### src/hw/rtl/nmc_pkg.sv
// Shared types and constants for the neighbour max clamp filter.
`timescale 1ns / 1ps

package nmc_pkg;

    localparam int DEF_MAX_WIDTH    = 1024;
    localparam int DEF_PIXEL_BITS   = 16;
    localparam int MAX_HEIGHT       = 4096;
    localparam int RST_FRAME_WIDTH  = 640;
    localparam int RST_FRAME_HEIGHT = 480;
    localparam int QUEUE_DEPTH      = 4;

    localparam int PIX_W        = 16;
    localparam int WIDTH_REG_W  = 11;
    localparam int HEIGHT_REG_W = 13;
    localparam int CFG_DATA_W   = 13;
    localparam int CFG_IDX_W    = 1;
    localparam int ROW_W        = 12;

    // Item commands.
    localparam logic CMD_PIXEL = 1'b0;
    localparam logic CMD_DRAIN = 1'b1;

    // Configuration register indexes.
    localparam logic [CFG_IDX_W-1:0] CFG_FRAME_WIDTH  = 1'b0;
    localparam logic [CFG_IDX_W-1:0] CFG_FRAME_HEIGHT = 1'b1;

    typedef struct packed {
        logic             command;
        logic [PIX_W-1:0] pixel_in;
    } t_in_item;

    typedef struct packed {
        logic [PIX_W-1:0] pixel_out;
        logic             end_of_row;
        logic             end_of_frame;
    } t_out_item;

    // Which neighbours exist for one output pixel, plus its raster markers.
    typedef struct packed {
        logic has_top;
        logic has_left;
        logic has_right;
        logic has_bottom;
        logic end_of_row;
        logic end_of_frame;
    } t_job_flags;

endpackage

### src/hw/rtl/nmc_queue.sv
// Small register queue that carries output jobs from the front to the back.
`timescale 1ns / 1ps

module nmc_queue #(
    parameter int WIDTH = 8,
    parameter int DEPTH = nmc_pkg::QUEUE_DEPTH
) (
    input  logic             i_clk,
    input  logic             i_rst_n,
    input  logic             i_push,
    input  logic [WIDTH-1:0] i_data,
    output logic             o_full,
    input  logic             i_pop,
    output logic             o_valid,
    output logic [WIDTH-1:0] o_data
);

    localparam int AW   = (DEPTH > 1) ? $clog2(DEPTH) : 1;
    localparam int CNTW = $clog2(DEPTH + 1);

    logic [WIDTH-1:0] r_slot [DEPTH];
    logic [AW-1:0]    r_head, n_head;
    logic [AW-1:0]    r_tail, n_tail;
    logic [CNTW-1:0]  r_count, n_count;

    assign o_full  = (r_count == CNTW'(DEPTH));
    assign o_valid = (r_count != '0);
    assign o_data  = r_slot[r_head];

    always_comb begin
        n_head  = r_head;
        n_tail  = r_tail;
        n_count = r_count;
        if (i_push) begin
            n_tail = (r_tail == AW'(DEPTH - 1)) ? '0 : r_tail + AW'(1);
        end
        if (i_pop) begin
            n_head = (r_head == AW'(DEPTH - 1)) ? '0 : r_head + AW'(1);
        end
        if (i_push && !i_pop) begin
            n_count = r_count + CNTW'(1);
        end else if (!i_push && i_pop) begin
            n_count = r_count - CNTW'(1);
        end
    end

    always_ff @(posedge i_clk) begin
        if (!i_rst_n) begin
            r_head  <= '0;
            r_tail  <= '0;
            r_count <= '0;
        end else begin
            r_head  <= n_head;
            r_tail  <= n_tail;
            r_count <= n_count;
        end
    end

    always_ff @(posedge i_clk) begin
        if (i_push) begin
            r_slot[r_tail] <= i_data;
        end
    end

`ifndef SYNTHESIS
    a_no_overflow: assert property (@(posedge i_clk) disable iff (!i_rst_n)
        i_push |-> (!o_full || i_pop))
        else $error("job queue written while full");

    a_no_underflow: assert property (@(posedge i_clk) disable iff (!i_rst_n)
        i_pop |-> o_valid)
        else $error("job queue read while empty");
`endif

endmodule

### config.mk
export PLATFORM = sky130hd
export DESIGN_NAME = nmc_queue
export DESIGN_NICKNAME = d
export VERILOG_FILES = /design/src/hw/rtl/nmc_pkg.sv /design/src/hw/rtl/nmc_queue.sv
export SDC_FILE = /design/constraint.sdc
export NUM_CORES = 1
export LEC_CHECK = 0
export ABC_AREA = 1
export BUFFER_PORTS_ARGS = -buffer_cell sky130_fd_sc_hd__buf_4
export CAP_MARGIN = 20
export CORE_ASPECT_RATIO = 1.25
export CORE_MARGIN = 4
export CORE_UTILIZATION = 46
export CTS_CLUSTER_DIAMETER = 50
export CTS_CLUSTER_SIZE = 16
export DETAILED_ROUTE_END_ITERATION = 10
export PLACE_DENSITY = 0.75
export SYNTH_ARGS = -nofsm -noshare
export SYNTH_HDL_FRONTEND = slang
export SYNTH_SLANG_ARGS = --single-unit
export TNS_END_PERCENT = 50
### constraint.sdc
create_clock -name i_clk -period 1.3 [get_ports i_clk]
set_input_delay 0 -clock i_clk [delete_from_list [all_inputs] [get_ports i_clk]]
set_output_delay 0 -clock i_clk [all_outputs]
set_load 0.01 [all_outputs]
==> qor.csv, run 1 <==
metric;value;unit
total of fill cells in the finished design;297;
HPWL Detailed;2106;microns
Die Y;75.05;microns
clock buffer depth;2;
kind of critical path;register to primary output;
DP Cell Count;200;
RSZ-0062 raised after global routing;true;
Min Hold Slack;0.006091;ns
largest net degree at the start of global routing;17;
synth warn;0;
diodes inserted;0;
final setup fails;0;
number of global-route vias before repair;1112;
syn avg cell area;12.16;sq um
headroom to the max-slew limit;86.56;%
Hold Crit Class;primary input to register;
post-route ant nets;0;
Core Area;3483;sq um
Starting Density;47.49;%
final number of hold-violating endpoints;0;
Detailed Routing Iterations Pass 1;4;
first-pass GRT wire length;4774;microns
most frequent cells in the layout;edfxtp_1 (32), nor2_1 (23), buf_4 (22);
Final Non-Filler Cells;217;
port buffer count;21;
Placer Congestion;0.7211;
Top delay family on crit path;flip-flops;
Worst VDD drop;982.3;uV
post-route minimum period;1.236;ns
worst slew pin tran;0.2016;ns
Rows;24;
clk_lat worst skew;0.29;ns
CTS buffer count;5;
status;complete, no violations;
commonest non-fill, non-tap cell in the layout;edfxtp_1;
root buffer cell;clkbuf_8;
Die Footprint;4625;sq um
Tot Pwr;2.742;mW
Routed WL;2976;microns
aggregate global routing overflow;0;
leakage power;0.8598;nW
cells after synthesis;136;
CP cell instances;buf_4 -> o21ai_1 -> o22ai_1 -> buf_4;
share of the yosys chip area belonging to registers;68.99;%
critical path launch point type;register;
global-route usage over all layers;14.91;%
Post-Syn Area;1654;sq um
Post-route DRC;0;
Syn Nets;155;
synthesis-to-layout area growth;28.59;%
Pwr per Cell Area;1289;nW/um^2
fin crit share;95.10;%
routed len/inst;13.71;microns
Final Slew Violations;0;
Max Fclk;808.8;MHz
CTS H-tree depth;2;
via-per-instance ratio;5.023;
Worst Path Arrival;1.24;ns
initial antenna violation count;0;
Vias;1090;
Ports;22;
worst path bufs/invs;2;
DIE WIDTH;61.64;microns
post-layout util;61.06;%
max-cap viol count;0;
skew final;0.002917;ns
Seq cells post-synth;41;
Crit path largest cell delay;0.38;ns
cell mode on critical path;buf_4;
TritonCTS clock tree;built;
TritonCTS Sinks;41;
Crit-path slowest cell;dfxtp_4;
Crit. End Element;primary output;
crit-path max FO;6;
Yosys cell types;19;
DR iter-0 viols;71;
clock-pin slew of the registers on the worst-case setup and hold paths;0.07;ns
ratio of cells with drive above 1 in the final layout;25.28;%
Critical Path RT;1.30;ns
nets;196;
worst paths after layout:
| path | slack [ns] | depth (start not counted) | start | endpoint |
|---|---|---|---|---|
| setup / recovery | 0.06 | 4 | register | o_data[0] |
| hold / removal | 0.006 | 3 | i_pop | register |
| setup reg to reg | 0.11 | 5 | r_tail[0] | r_slot[0][3] |
| hold reg to reg | 0.55 | 2 | r_tail[1] | r_tail[1] |
cell type report:
class / instances / area (sq um) / share of cell area (%)
well taps: 39 / 48.80 / 2.294
multi-input cells: 77 / 432.9 / 20.35
clock buffers: 5 / 68.82 / 3.235
flip-flops and latches: 41 / 1147 / 53.94
inverters: 16 / 65.06 / 3.059
clock inverters: 3 / 17.52 / 0.8235
repair buffers: 36 / 346.6 / 16.29
kinds of logic (layout without fill, tap and decap cells):
| family | after synthesis | in the layout | synth area share, % |
|---|---|---|---|
| compound gates | 30 | 30 | 10.14 |
| xor+xnor | 1 | 1 | 0.5296 |
| fa+ha+maj | 7 | 7 | 5.749 |
| buf+inv | 18 | 60 | 4.992 |
| flops | 41 | 41 | 68.99 |
| simple gates | 39 | 39 | 9.606 |
Yosys cell counts:
cell,instances,area share [%]
o21ai_1,2,0.61
nand4_1,1,0.38
xor2_1,1,0.53
o22ai_1,8,3.0
nor2_1,23,5.2
nand3_1,1,0.30
fa_1,1,1.2
inv_1,15,3.4
o21ai_0,15,4.5
nand2_1,9,2.0
ha_1,6,4.5
o21ai_2,2,1.1
nor3_1,3,0.91
buf_6,2,1.4
dfxtp_1,9,11
inv_2,1,0.23
a21oi_1,3,0.91
edfxtp_1,32,58
nor2_2,2,0.76
report_power, final:
part / switching (mW) / internal, mW / total, mW
sequential: 0.0473 / 1.49 / 1.53
combinational: 0.215 / 0.211 / 0.426
clock: 0.411 / 0.370 / 0.781
flip-flops by register name, summed over array words and instances (netlist names), named ones only:
register,flops
r_count,3
r_head,2
r_slot,32
r_tail,2
worst reg2reg max path, cell delays in order (launching register included):
cell     delay [ns]
dfxtp_1        0.41
inv_1          0.09
ha_1           0.20
nand2_1        0.07
inv_1          0.06
buf_12         0.14
stage by stage:
step / area (sq um) / setup TNS (ns) / setup WS (ns)
finish: 2127 / 0 / 0.06366
global route: 2127 / -0.01614 / -0.006720
CTS: 2115 / 0 / 0.02168
detailed placement: 1933 / 0 / 0.001910
global placement: 1933 / 0 / 0.09455
floorplan: 1654 / 0 / 0.1518
routing by layer:
metal  GRT usage [%]  up-vias  part of all wire [%]
met5               0        -                     0
met1           15.32      509                    39
met4           6.368        0                   1.8
met2           26.54       21                    54
li1                -      555                     -
met3           5.489        5                   5.2
repair_timing:
action	4_1_cts	5_1_grt
endpoints found under the hold margin	38	0
hold buffers	9	0
pin swaps	0	1
setup buffers	0	0
gates resized for setup	4	6
setup endpoints to repair	8	6
cloned	0	0
No activity file was read; power rests on OpenSTA's default activity.
==> run 2, diff against run 1 <==
--- a/config.mk
+++ b/config.mk
@@ -5,7 +5,6 @@
 export SDC_FILE = /design/constraint.sdc
 export NUM_CORES = 1
 export LEC_CHECK = 0
-export ABC_AREA = 1
 export BUFFER_PORTS_ARGS = -buffer_cell sky130_fd_sc_hd__buf_4
 export CAP_MARGIN = 20
 export CORE_ASPECT_RATIO = 1.25
==> qor.csv, run 2 <==
metric;value;unit;change
share of the synthesized area in the top cell type;59.49;%;+1.4 points
register with the most flip-flops;r_slot;;
Critical Path End;o_data[3];;
critical path launch point type;register;;
headroom to the max-slew limit;73.65;%;-13 points
Post-Syn Area;1615;sq um;-2.3%
status;finished with violations;;
CTS H-tree depth;2;;unchanged
post-route minimum period;1.416;ns;+0.1798 ns
leakage power;0.8103;nW;-5.8%
Critical Path RT;1.30;ns;about the same
violated checks;negative setup slack;;
CTS buffer count;5;;unchanged
ratio of cells with drive above 1 in the final layout;38.52;%;+13 points
Setup Buffers After CTS;0;;unchanged
kind of critical path;register to primary output;;
global-route usage over all layers;13.18;%;-1.7 points
port buffer count;21;;unchanged
final setup fails;9;;+9
CP cell instances;buf_12 -> mux4_2 -> buf_6;;
final number of hold-violating endpoints;0;;unchanged
Pwr per Cell Area;1277;nW/um^2;-0.95%
clock-pin slew of the registers on the worst-case setup and hold paths;0.07;ns;about the same
Yosys cell types;20;;+1
most frequent cells in the layout;edfxtp_1 (32), buf_4 (23), dlygate4sd3_1 (9), buf_6 (9), mux4_2 (8);;
Synth area leaders;edfxtp_1 (59%), dfxtp_1 (11%), mux4_2 (11%);;
Crit-path slowest cell;mux4_2;;
routed len/inst;14.81;microns;+8.0%
fin crit share;108.9;%;+14 points
Die Footprint;4530;sq um;-2.1%
TritonCTS Sinks;41;;unchanged
Seq cells post-synth;41;;unchanged
critical path depth;3;;-1
asr flop ratio synth;0;%;unchanged
HPWL Detailed;1941;microns;-7.8%
Final Slew Violations;0;;unchanged
via-per-instance ratio;5.023;;about the same
worst reg2reg endpoint;r_count[2];;
worst path bufs/invs;2;;unchanged
synthesis-to-layout area growth;32.53;%;
commonest non-fill, non-tap cell in the layout;edfxtp_1;;
Routed WL;2548;microns;-14%
Post-route DRC;0;;unchanged
Starting Density;49.24;%;+1.8 points
DR iter-0 viols;3;;-96%
Crit. End Element;primary output;;
initial antenna violation count;0;;unchanged
aggregate global routing overflow;0;;unchanged
setup slack, reg-to-reg;-0.04;ns;-0.15 ns
Ports;22;;unchanged
syn avg cell area;18.78;sq um;+54%
diodes inserted;0;;unchanged
clock buffer depth;2;;unchanged
post-route ant nets;0;;unchanged
RSZ-0062 raised after global routing;true;;
max-cap viol count;0;;unchanged
Syn Nets;105;;-32%
Crit path largest cell delay;0.52;ns;+0.14 ns
r2r startpoint;r_count[1];;
Die Y;74.26;microns;-1.1%
Worst Path Arrival;1.42;ns;+0.18 ns
crit-path max FO;8;;+2
worst setup slack after layout;-0.1161;ns;-0.1798 ns
largest net degree at the start of global routing;12;;-5
share of the yosys chip area belonging to registers;70.64;%;+1.7 points
setup TNS;-0.9046;ns;-0.9046 ns
max FFs per register;32;;unchanged
Tot Pwr;2.734;mW;-0.31%
first-pass GRT wire length;4174;microns;-13%
nets;153;;-22%
worst slew pin tran;0.3947;ns;+0.1931 ns
DIE WIDTH;61;microns;-1.0%
Core Area;3281;sq um;-5.8%
Min Hold Slack;0.08600;ns;+0.07991 ns
synth warn;0;;unchanged
post-synth top area cell;edfxtp_1;;
Placer Congestion;0.7190;;-0.29%
root buffer cell;clkbuf_8;;
most common cell in the netlist;edfxtp_1;;
Post-synth EDFFs;32;;unchanged
TritonCTS clock tree;built;;
Rows;23;;-4.2%
total of fill cells in the finished design;240;;-19%
Detailed Routing Iterations Pass 1;4;;unchanged
Hold Crit Class;primary input to register;;
register area;1145;sq um;-0.22%
cells after synthesis;86;;-37%
Largest regs;r_slot x32, r_count x3;;
Top delay family on crit path;multiplexers;;
Reg2Reg Depth;4;;-1
synth cell count leaders;edfxtp_1 (32), dfxtp_1 (9), mux4_2 (8), ha_1 (6), and2_1 (5);;
Vias;864;;-21%
clk_lat worst skew;0.28;ns;about the same
Worst VDD drop;1065;uV;+8.4%
Primary FF master, synth;edfxtp_1;;
area occupied by multi-input gates;450.4;sq um;+4.0%
skew final;0.005731;ns;+0.002814 ns
number of global-route vias before repair;941;;-15%
Max Fclk;706.2;MHz;-13%
post-layout util;65.26;%;+4.2 points
==> run 2: area by class of cell <==
type                    instances  share of cell area (%)
inverters                       4                  0.7013
clock buffers                   8                   3.741
multi-input cells              39                   21.04
well taps                      37                   2.162
flip-flops and latches         41                   53.48
repair buffers                 43                   18.88
==> run 2: cells by family after synthesis <==
logic type,Yosys count,synth area share (%)
flip-flops,41,70.64
AND/OR/NAND/NOR,15,5.886
multiplexers,11,13.01
adder cells (fa/ha/maj),7,5.887
buffers and inverters,6,1.936
AO/OA/AOI/OAI,4,1.549
XOR/XNOR,2,1.085
==> run 2: what timing repair did <==
action                                  in CTS  in global routing
endpoints found under the setup margin       9                 10
endpoints found under the hold margin       36                  0
hold buffers                                 9                  0
pin swaps                                    1                  0
resized for setup                            9                  2
==> run 2: through the flow <==
stage                     cell area [sq um]  std cells  setup WS (ns)
after global routing                   2141        172        -0.1823
after floorplan                        1620         86       0.007814
final                                  2141        172        -0.1161
after global placement                 1931        155        -0.1112
after detailed placement               1931        155        -0.1895
after CTS                              2132        172        -0.1449
==> run 2: worst min-delay path, stage by stage <==
cell	delay, ns
buf_4	0.08
inv_1	0.05
a21oi_1	0.12
nor2b_1	0.07
==> run 2: power by group <==
group / switching, mW / internal [mW] / leakage [nW]
logic: 0.176 / 0.281 / 0.402
registers: 0.0389 / 1.49 / 0.369
clock network: 0.369 / 0.381 / 0.0395
total: 0.584 / 2.15 / 0.810
==> run 2: how the worst min path moves through the flow <==
stage | from | end | slack, ns | cells after the start
finish | i_pop | register | 0.09 | 4
global route | i_pop | register | 0.11 | 4
CTS | i_pop | register | 0.08 | 4
detailed placement | i_data[0] | r_slot[0][0] | 0.20 | 1
global placement | i_data[0] | r_slot[0][0] | 0.20 | 1
floorplan | i_data[0] | r_slot[0][0] | 0.1 | 0
==> run 2: metal layers <==
layer | global-route usage, % | vias to the layer above | routed length (microns)
li1 | - | 422 | -
met1 | 13.82 | 420 | 968
met2 | 23.31 | 20 | 1432
met3 | 5.208 | 2 | 129
met4 | 5.060 | 0 | 17
met5 | 0 | - | 0
