<file path="config.mk">
export PLATFORM = sky130hd
export DESIGN_NAME = nmc_front
export DESIGN_NICKNAME = d
export VERILOG_FILES = /design/src/hw/rtl/nmc_pkg.sv /design/src/hw/rtl/nmc_front.sv
export SDC_FILE = /design/constraint.sdc
export NUM_CORES = 1
export LEC_CHECK = 0
export BUFFER_PORTS_ARGS = -buffer_cell sky130_fd_sc_hd__buf_2
export CORE_MARGIN = 3
export CORE_UTILIZATION = 60
export CTS_CLUSTER_SIZE = 12
export DETAILED_ROUTE_END_ITERATION = 16
export PLACE_DENSITY_LB_ADDON = 0.3
export RECOVER_POWER = 25
export SYNTH_ARGS = -nofsm -noshare
export SYNTH_HDL_FRONTEND = slang
export SYNTH_SLANG_ARGS = --single-unit
</file>
<file path="constraint.sdc">
create_clock -name i_clk -period 7.5 [get_ports i_clk]
set_input_delay 1.5 -clock i_clk [delete_from_list [all_inputs] [get_ports i_clk]]
set_output_delay 1.5 -clock i_clk [all_outputs]
set_load 0.01 [all_outputs]
</file>
<file path="src/hw/rtl/nmc_pkg.sv">
// Shared types and constants for the neighbour max clamp filter.
`timescale 1ns / 1ps

package nmc_pkg;

    localparam int DEF_MAX_WIDTH    = 1024;
    localparam int DEF_PIXEL_BITS   = 16;
    localparam int MAX_HEIGHT       = 4096;
    localparam int RST_FRAME_WIDTH  = 640;
    localparam int RST_FRAME_HEIGHT = 480;
    localparam int QUEUE_DEPTH      = 4;

    localparam int PIX_W        = 16;
    localparam int WIDTH_REG_W  = 11;
    localparam int HEIGHT_REG_W = 13;
    localparam int CFG_DATA_W   = 13;
    localparam int CFG_IDX_W    = 1;
    localparam int ROW_W        = 12;

    // Item commands.
    localparam logic CMD_PIXEL = 1'b0;
    localparam logic CMD_DRAIN = 1'b1;

    // Configuration register indexes.
    localparam logic [CFG_IDX_W-1:0] CFG_FRAME_WIDTH  = 1'b0;
    localparam logic [CFG_IDX_W-1:0] CFG_FRAME_HEIGHT = 1'b1;

    typedef struct packed {
        logic             command;
        logic [PIX_W-1:0] pixel_in;
    } t_in_item;

    typedef struct packed {
        logic [PIX_W-1:0] pixel_out;
        logic             end_of_row;
        logic             end_of_frame;
    } t_out_item;

    // Which neighbours exist for one output pixel, plus its raster markers.
    typedef struct packed {
        logic has_top;
        logic has_left;
        logic has_right;
        logic has_bottom;
        logic end_of_row;
        logic end_of_frame;
    } t_job_flags;

endpackage

</file>
<file path="src/hw/rtl/nmc_front.sv">
// Front end: accepts items, tracks raster positions and issues output jobs.
`timescale 1ns / 1ps

module nmc_front #(
    parameter int MAX_WIDTH  = nmc_pkg::DEF_MAX_WIDTH,
    parameter int PIXEL_BITS = nmc_pkg::DEF_PIXEL_BITS
) (
    input  logic                                i_clk,
    input  logic                                i_rst_n,
    input  logic                                i_cfg_we,
    input  logic [nmc_pkg::CFG_IDX_W-1:0]       i_cfg_index,
    input  logic [nmc_pkg::CFG_DATA_W-1:0]      i_cfg_data,
    input  logic                                i_in_valid,
    input  nmc_pkg::t_in_item                   i_in_item,
    input  logic                                i_q_full,
    output logic                                o_in_stall,
    output logic                                o_wr_en,
    output logic [$clog2(2*MAX_WIDTH+nmc_pkg::QUEUE_DEPTH+2)-1:0] o_wr_addr,
    output logic [PIXEL_BITS-1:0]               o_wr_data,
    output logic                                o_push,
    output logic [$clog2(2*MAX_WIDTH+nmc_pkg::QUEUE_DEPTH+2)-1:0] o_job_addr,
    output nmc_pkg::t_job_flags                 o_job_flags,
    output logic [$clog2(MAX_WIDTH+1)-1:0]      o_eff_w
);

    localparam int MEM_AW = $clog2(2*MAX_WIDTH + nmc_pkg::QUEUE_DEPTH + 2);
    localparam int WW     = $clog2(MAX_WIDTH + 1);
    localparam int CW     = $clog2(MAX_WIDTH);
    localparam int PW     = $clog2(MAX_WIDTH + 3);
    localparam int HW     = nmc_pkg::HEIGHT_REG_W;
    localparam int RW     = nmc_pkg::ROW_W;
    localparam int CMPW   = (WW > nmc_pkg::WIDTH_REG_W) ? WW : nmc_pkg::WIDTH_REG_W;
    localparam int EXT_W  = (PIXEL_BITS > nmc_pkg::PIX_W) ? PIXEL_BITS : nmc_pkg::PIX_W;
    localparam int RST_W  = (nmc_pkg::RST_FRAME_WIDTH > MAX_WIDTH) ?
                            MAX_WIDTH : nmc_pkg::RST_FRAME_WIDTH;

    logic [WW-1:0]     r_eff_w;
    logic [HW-1:0]     r_eff_h;
    logic [CW-1:0]     r_in_col, r_out_col;
    logic [RW-1:0]     r_in_row, r_out_row;
    logic [PW-1:0]     r_pending;
    logic [MEM_AW-1:0] r_wp, r_rp;

    logic              acc;
    logic              is_pix;
    logic              emit;
    logic              in_col_last, in_row_last;
    logic              out_col_last, out_row_last;
    logic [PW-1:0]     pend_inc;
    logic [PW-1:0]     w_plus1;
    logic [CMPW-1:0]   cfg_w_raw;
    logic [WW-1:0]     cfg_w_eff;
    logic [HW-1:0]     cfg_h_eff;
    logic [EXT_W-1:0]  pix_ext;

    // Items wait while a register is written, so a write never meets a transfer.
    assign o_in_stall = i_q_full || i_cfg_we;
    assign acc        = i_in_valid && !o_in_stall;
    assign is_pix     = (i_in_item.command == nmc_pkg::CMD_PIXEL);

    assign in_col_last  = (WW'(r_in_col) + WW'(1)) >= r_eff_w;
    assign in_row_last  = (HW'(r_in_row) + HW'(1)) >= r_eff_h;
    assign out_col_last = (WW'(r_out_col) + WW'(1)) >= r_eff_w;
    assign out_row_last = (HW'(r_out_row) + HW'(1)) >= r_eff_h;

    assign pend_inc = r_pending + PW'(1);
    assign w_plus1  = PW'(r_eff_w) + PW'(1);

    // A pixel releases an output once a full row plus one pixel sits behind
    // it; a drain releases one only after the whole frame has arrived.
    always_comb begin
        if (is_pix) begin
            emit = acc && (pend_inc > w_plus1);
        end else begin
            emit = acc && (r_in_col == '0) && (r_in_row == '0) && (r_pending != '0);
        end
    end

    // Clamp written sizes into the supported range.
    always_comb begin
        cfg_w_raw = CMPW'(i_cfg_data[nmc_pkg::WIDTH_REG_W-1:0]);
        if (cfg_w_raw == '0) begin
            cfg_w_eff = WW'(1);
        end else if (cfg_w_raw > CMPW'(MAX_WIDTH)) begin
            cfg_w_eff = WW'(MAX_WIDTH);
        end else begin
            cfg_w_eff = cfg_w_raw[WW-1:0];
        end
        if (i_cfg_data == '0) begin
            cfg_h_eff = HW'(1);
        end else if (i_cfg_data > HW'(nmc_pkg::MAX_HEIGHT)) begin
            cfg_h_eff = HW'(nmc_pkg::MAX_HEIGHT);
        end else begin
            cfg_h_eff = i_cfg_data;
        end
    end

    assign pix_ext   = EXT_W'(i_in_item.pixel_in);
    assign o_wr_en   = acc && is_pix;
    assign o_wr_addr = r_wp;
    assign o_wr_data = pix_ext[PIXEL_BITS-1:0];

    assign o_push     = emit;
    assign o_job_addr = r_rp;
    assign o_eff_w    = r_eff_w;

    always_comb begin
        o_job_flags.has_top      = (r_out_row != '0);
        o_job_flags.has_left     = (r_out_col != '0);
        o_job_flags.has_right    = !out_col_last;
        o_job_flags.has_bottom   = !out_row_last;
        o_job_flags.end_of_row   = out_col_last;
        o_job_flags.end_of_frame = out_col_last && out_row_last;
    end

    always_ff @(posedge i_clk) begin
        if (!i_rst_n) begin
            r_eff_w   <= WW'(RST_W);
            r_eff_h   <= HW'(nmc_pkg::RST_FRAME_HEIGHT);
            r_in_col  <= '0;
            r_in_row  <= '0;
            r_out_col <= '0;
            r_out_row <= '0;
            r_pending <= '0;
            r_wp      <= '0;
            r_rp      <= '0;
        end else if (i_cfg_we) begin
            // Any register write restarts the frame and drops pending outputs.
            unique case (i_cfg_index)
                nmc_pkg::CFG_FRAME_WIDTH: begin
                    r_eff_w <= cfg_w_eff;
                end
                nmc_pkg::CFG_FRAME_HEIGHT: begin
                    r_eff_h <= cfg_h_eff;
                end
            endcase
            r_in_col  <= '0;
            r_in_row  <= '0;
            r_out_col <= '0;
            r_out_row <= '0;
            r_pending <= '0;
            r_rp      <= r_wp;
        end else if (acc) begin
            if (is_pix) begin
                r_wp <= r_wp + MEM_AW'(1);
                if (in_col_last) begin
                    r_in_col <= '0;
                    r_in_row <= in_row_last ? '0 : r_in_row + RW'(1);
                end else begin
                    r_in_col <= r_in_col + CW'(1);
                end
                if (!emit) begin
                    r_pending <= pend_inc;
                end
            end else if (emit) begin
                r_pending <= r_pending - PW'(1);
            end
            if (emit) begin
                r_rp <= r_rp + MEM_AW'(1);
                if (out_col_last) begin
                    r_out_col <= '0;
                    r_out_row <= out_row_last ? '0 : r_out_row + RW'(1);
                end else begin
                    r_out_col <= r_out_col + CW'(1);
                end
            end
        end
    end

`ifndef SYNTHESIS
    a_pending_bound: assert property (@(posedge i_clk) disable iff (!i_rst_n)
        r_pending <= w_plus1)
        else $error("more pixels pending than one row plus one");

    a_pointer_gap: assert property (@(posedge i_clk) disable iff (!i_rst_n)
        (r_wp - r_rp) == MEM_AW'(r_pending))
        else $error("store pointers disagree with pending count");
`endif

endmodule

</file>
==> results_tabular.tex <==
\begin{tabular}{lr}
\hline
Metric & Value \\
\hline
\multicolumn{2}{l}{\textbf{Status}} \\
\quad Result of the run & finished clean \\
\multicolumn{2}{l}{\textbf{Floorplanning}} \\
\quad Number of ports placed on the die boundary & 96 \\
\quad Placement row count & 39 \\
\quad Placeable core region & 0.0117 mm² \\
\quad Die footprint & 0.0137 mm² \\
\quad Die Y-Extent & 117 µm \\
\quad Starting utilization of the core area & 63.1\% \\
\quad Die boundary width & 117 µm \\
\multicolumn{2}{l}{\textbf{Layout}} \\
\quad Count of antenna diodes in the layout & 0 \\
\quad Fin util & 67.0\% \\
\quad Area growth from synthesis to layout & 6.21\% \\
\quad Fill count & 1014 \\
\quad Post-route cell area & 0.00785 mm² \\
\quad Final \#Nets & 1035 \\
\quad Final non-filler cell total & 1074 \\
\quad Area of combinational cells with multiple inputs & 0.00481 mm² \\
\quad FF+latch area & 0.00206 mm² \\
\quad Layout cell share with drive strength beyond 1 & 7.63\% \\
\multicolumn{2}{l}{\textbf{STA}} \\
\quad Share of the cycle needed by the critical path after routing & 76.4\% \\
\quad Final hold slack & 0.474 ns \\
\quad Endpoints failing setup & 0 \\
\quad Transition time at the pin with the least slew margin & 0.941 ns \\
\quad Fmax & 175 MHz \\
\quad Final critical-path required period & 5.73 ns \\
\quad Worst relative slew slack & 37.3\% \\
\quad Setup repair after global routing missed its margin & false \\
\quad Post-route setup TNS & 0 ns \\
\quad Final hold vios & 0 \\
\quad Maximum clock skew at final layout & 0.00815 ns \\
\quad Max-slew violations & 0 \\
\multicolumn{2}{l}{\textbf{Placed design}} \\
\quad Placed wire-length estimate after detailed placement & 13700 µm \\
\quad Area of placed instances & 0.00759 mm² \\
\quad Gp weighted congestion & 0.896 \\
\quad Port Buffers & 63 \\
\quad Number of instances in the placed design & 1058 \\
\multicolumn{2}{l}{\textbf{Yosys}} \\
\quad Post-synthesis register bit count & 103 \\
\quad Synthesized instance count & 908 \\
\quad Top post-synthesis cells by count & dfxtp\_1, nand2\_1, ha\_1 \\
\quad Most used standard cell by instance count after synthesis & dfxtp\_1 \\
\quad Portion of the post-synthesis area used by sequential elements & 27.9\% \\
\quad Portion of netlist area occupied by mux cells & 0.965\% \\
\quad Synth Cell Area & 0.00739 mm² \\
\quad XOR/XNOR Fraction of Synth Area & 7.94\% \\
\quad Number of enable-type register cells in the synthesized netlist & 0 \\
\quad Most used flip-flop cell after synthesis & dfxtp\_1 \\
\quad Simple-gate share of the synthesized area & 24.1\% \\
\quad Average instance area after synthesis & 8.14 µm² \\
\quad Main combinational cell family by area after synthesis & simple AND/OR/NAND/NOR gates \\
\quad Async set-or-reset flop fraction in the synthesized netlist & 0\% \\
\quad Area share of the largest cell type after synthesis & 27.9\% \\
\quad Adder and majority gate portion of the synthesized area & 12.6\% \\
\quad Number of distinct standard cells referenced by the synthesized netlist & 77 \\
\quad Share of the synthesized area in compound gates (AO/OA/AOI/OAI) & 19.3\% \\
\quad Warnings from Yosys & 0 \\
\quad Top cell type by total area after synthesis & dfxtp\_1 \\
\quad Leading cell types by total area after synthesis & dfxtp\_1, ha\_1, xnor2\_1 \\
\quad Number of nets in the synthesized netlist & 1017 \\
\multicolumn{2}{l}{\textbf{Worst setup path}} \\
\quad Critical Path Source Type & flip-flop \\
\quad Slowest stage delay, CP & 0.83 ns \\
\quad Classification of the worst setup path & reg2out \\
\quad CP most frequent cell & ha\_1 \\
\quad CP Data Arrival Time & 4.23 ns \\
\quad Slowest stage cell on the critical path & a2111oi\_2 \\
\quad Series of cell instances along the critical path & ha\_1, and3\_1, nand3\_1, nor2\_1, xor2\_1, ha\_1, nand4\_1, a211oi\_1, a2111oi\_2, o21a\_2, inv\_2, buf\_2 \\
\quad R2r endpoint & r\_out\_row[10] \\
\quad CP Launch Point & r\_pending[1] \\
\quad Data required, critical path & 6.00 ns \\
\quad Critical path capture point & o\_push \\
\quad Number of cells on the worst reg-to-reg path & 13 \\
\quad Slack of the worst reg-to-reg path & 3.36 ns \\
\quad CP max FO & 21 \\
\quad Worst setup EP type & primary output \\
\quad Critical register-to-register path startpoint & r\_pending[1] \\
\multicolumn{2}{l}{\textbf{CTS}} \\
\quad Clock-pin slew reported for the worst setup and hold paths after clock tree synthesis & 0.07 ns \\
\quad Clock root buffer & clkbuf\_16 \\
\quad Number of buffers inserted during clock tree synthesis & 9 \\
\quad Later-pin clock latency in the skew report & 0.36 ns \\
\quad Resized Gates After CTS & 0 \\
\quad H-Tree Depth & 3 \\
\quad Post-CTS setup-driven buffer insertion count & 0 \\
\quad Worst-case clock buffer depth & 2 \\
\quad Number of sinks handled by clock tree synthesis & 103 \\
\quad CTS tree & done \\
\quad Count of hold-fix buffers inserted at cts & 0 \\
\multicolumn{2}{l}{\textbf{Global routing}} \\
\quad Largest net degree at the start of global routing & 53 \\
\quad Vias in the first global route & 6315 \\
\quad Total congestion overflow & 0 \\
\quad Wire length of the first global-routing pass & 30600 µm \\
\quad Total track usage & 28.0\% \\
\quad Antenna violations before repair & 2 \\
\multicolumn{2}{l}{\textbf{Pwr}} \\
\quad Power per cell area & 147 mW/mm² \\
\quad Cell leakage power & 3.07 nW \\
\quad Worst VDD drop & 0.152 mV \\
\multicolumn{2}{l}{\textbf{Detailed routing}} \\
\quad Detail-routed via count per cell & 6.19 \\
\quad 1st-pass router iterations & 5 \\
\quad Routed length per placed instance & 17.1 µm \\
\quad DRC violation count after routing & 0 \\
\quad 1st-iter DRT viols & 584 \\
\quad Total wirelength of the detailed-routed design & 18300 µm \\
\quad Routed Antenna Nets & 0 \\
\quad Detailed-route via count & 6651 \\
\multicolumn{2}{l}{\textbf{Worst hold path}} \\
\quad Worst min-delay path class & reg2reg \\
\quad Cell depth of the worst min-delay path & 2 \\
\multicolumn{2}{l}{\textbf{Job}} \\
\quad Maximum Capacitance Violations & 0 \\
\hline
\end{tabular}
## worst min-delay path by stage
stage | startpoint | endpoint | slack [ns]
2_1_floorplan | r_eff_h[5] | r_eff_h[5] | 0.44
3_3_place_gp | r_eff_h[8] | r_eff_h[8] | 0.45
3_5_place_dp | r_eff_h[12] | r_eff_h[12] | 0.46
4_1_cts | r_eff_h[7] | r_eff_h[7] | 0.48
5_1_grt | r_eff_h[6] | r_eff_h[6] | 0.51
6_report | r_eff_h[7] | r_eff_h[7] | 0.47
## cell usage in the layout (no fill, tap or decap), types with 6 or more instances in the layout
cell type,count
and3_1,13
nand2b_1,11
xor2_1,24
nand3_1,51
nand2_1,76
o21ai_0,40
and2_1,10
nor3_1,25
a22oi_1,8
a21oi_1,32
or3_1,15
nor4_1,13
a31oi_1,13
o21ai_1,9
nor3b_1,11
a211oi_1,11
buf_2,28
a32o_1,14
clkbuf_1,37
dfxtp_1,103
inv_1,52
nor2b_1,14
nor2_1,53
nand4_1,22
xnor2_1,43
clkbuf_16,9
o21a_1,11
o31ai_1,6
ha_1,73
mux2i_1,6
## critical path, delay by kind of cell (launching register included)
family | cells | cell delay, ns
buffers and inverters | 2 | 0.48
AND/OR/NAND/NOR | 4 | 0.78
flip-flops | 1 | 0.44
AO/OA/AOI/OAI | 3 | 1.49
XOR/XNOR | 1 | 0.16
adder cells (fa/ha/maj) | 2 | 0.51
## registers in the layout, indices dropped and copies added, names as in the netlist
signal      cells
r_eff_h        13
o_job_addr     12
r_in_row       12
o_wr_addr      12
r_in_col       10
r_out_row      12
r_pending      11
r_out_col      10
o_eff_w        11
## power breakdown
group / total [mW] / internal [mW] / switching [mW] / leakage, nW
Combinational: 0.106 / 0.0365 / 0.0692 / 2.09
Clock: 0.487 / 0.270 / 0.217 / 0.143
Sequential: 0.563 / 0.555 / 0.00858 / 0.834
Total: 1.16 / 0.861 / 0.295 / 3.07
## logic make-up after synthesis
group                      after synthesis
AOI/OAI and AO/OA                      204
xor gates and xnor gates                67
muxes                                    7
adders and majority gates               75
buffers and inverters                  113
and+or+nand+nor                        339
DFF                                    103
## metrics by stage
stage / total power [mW] / worst slack [ns]
after floorplan: 0.655 / 3.12
after global placement: 0.679 / 2.32
after detailed placement: 0.680 / 2.21
after CTS: 1.16 / 1.75
after global routing: 1.20 / 1.41
final: 1.16 / 1.77
## area by class of cell
class | instances | share of cell area (%)
clock buffers | 12 | 3.14
clock inverters | 4 | 0.701
multi-input cells | 692 | 61.3
well taps | 143 | 2.28
repair buffers | 66 | 3.75
flip-flops and latches | 103 | 26.3
inverters | 54 | 2.58
## routing by layer
layer | part of all wire, % | GRT usage, % | routed length (µm) | vias up
li1 | - | - | - | 3311
met1 | 46 | 38.1 | 8430 | 3093
met2 | 45 | 44.1 | 8320 | 212
met3 | 6.5 | 6.02 | 1180 | 31
met4 | 1.9 | 9.33 | 354 | 4
met5 | 0.14 | 0 | 25 | -
(Power assumes the default switching activity.)
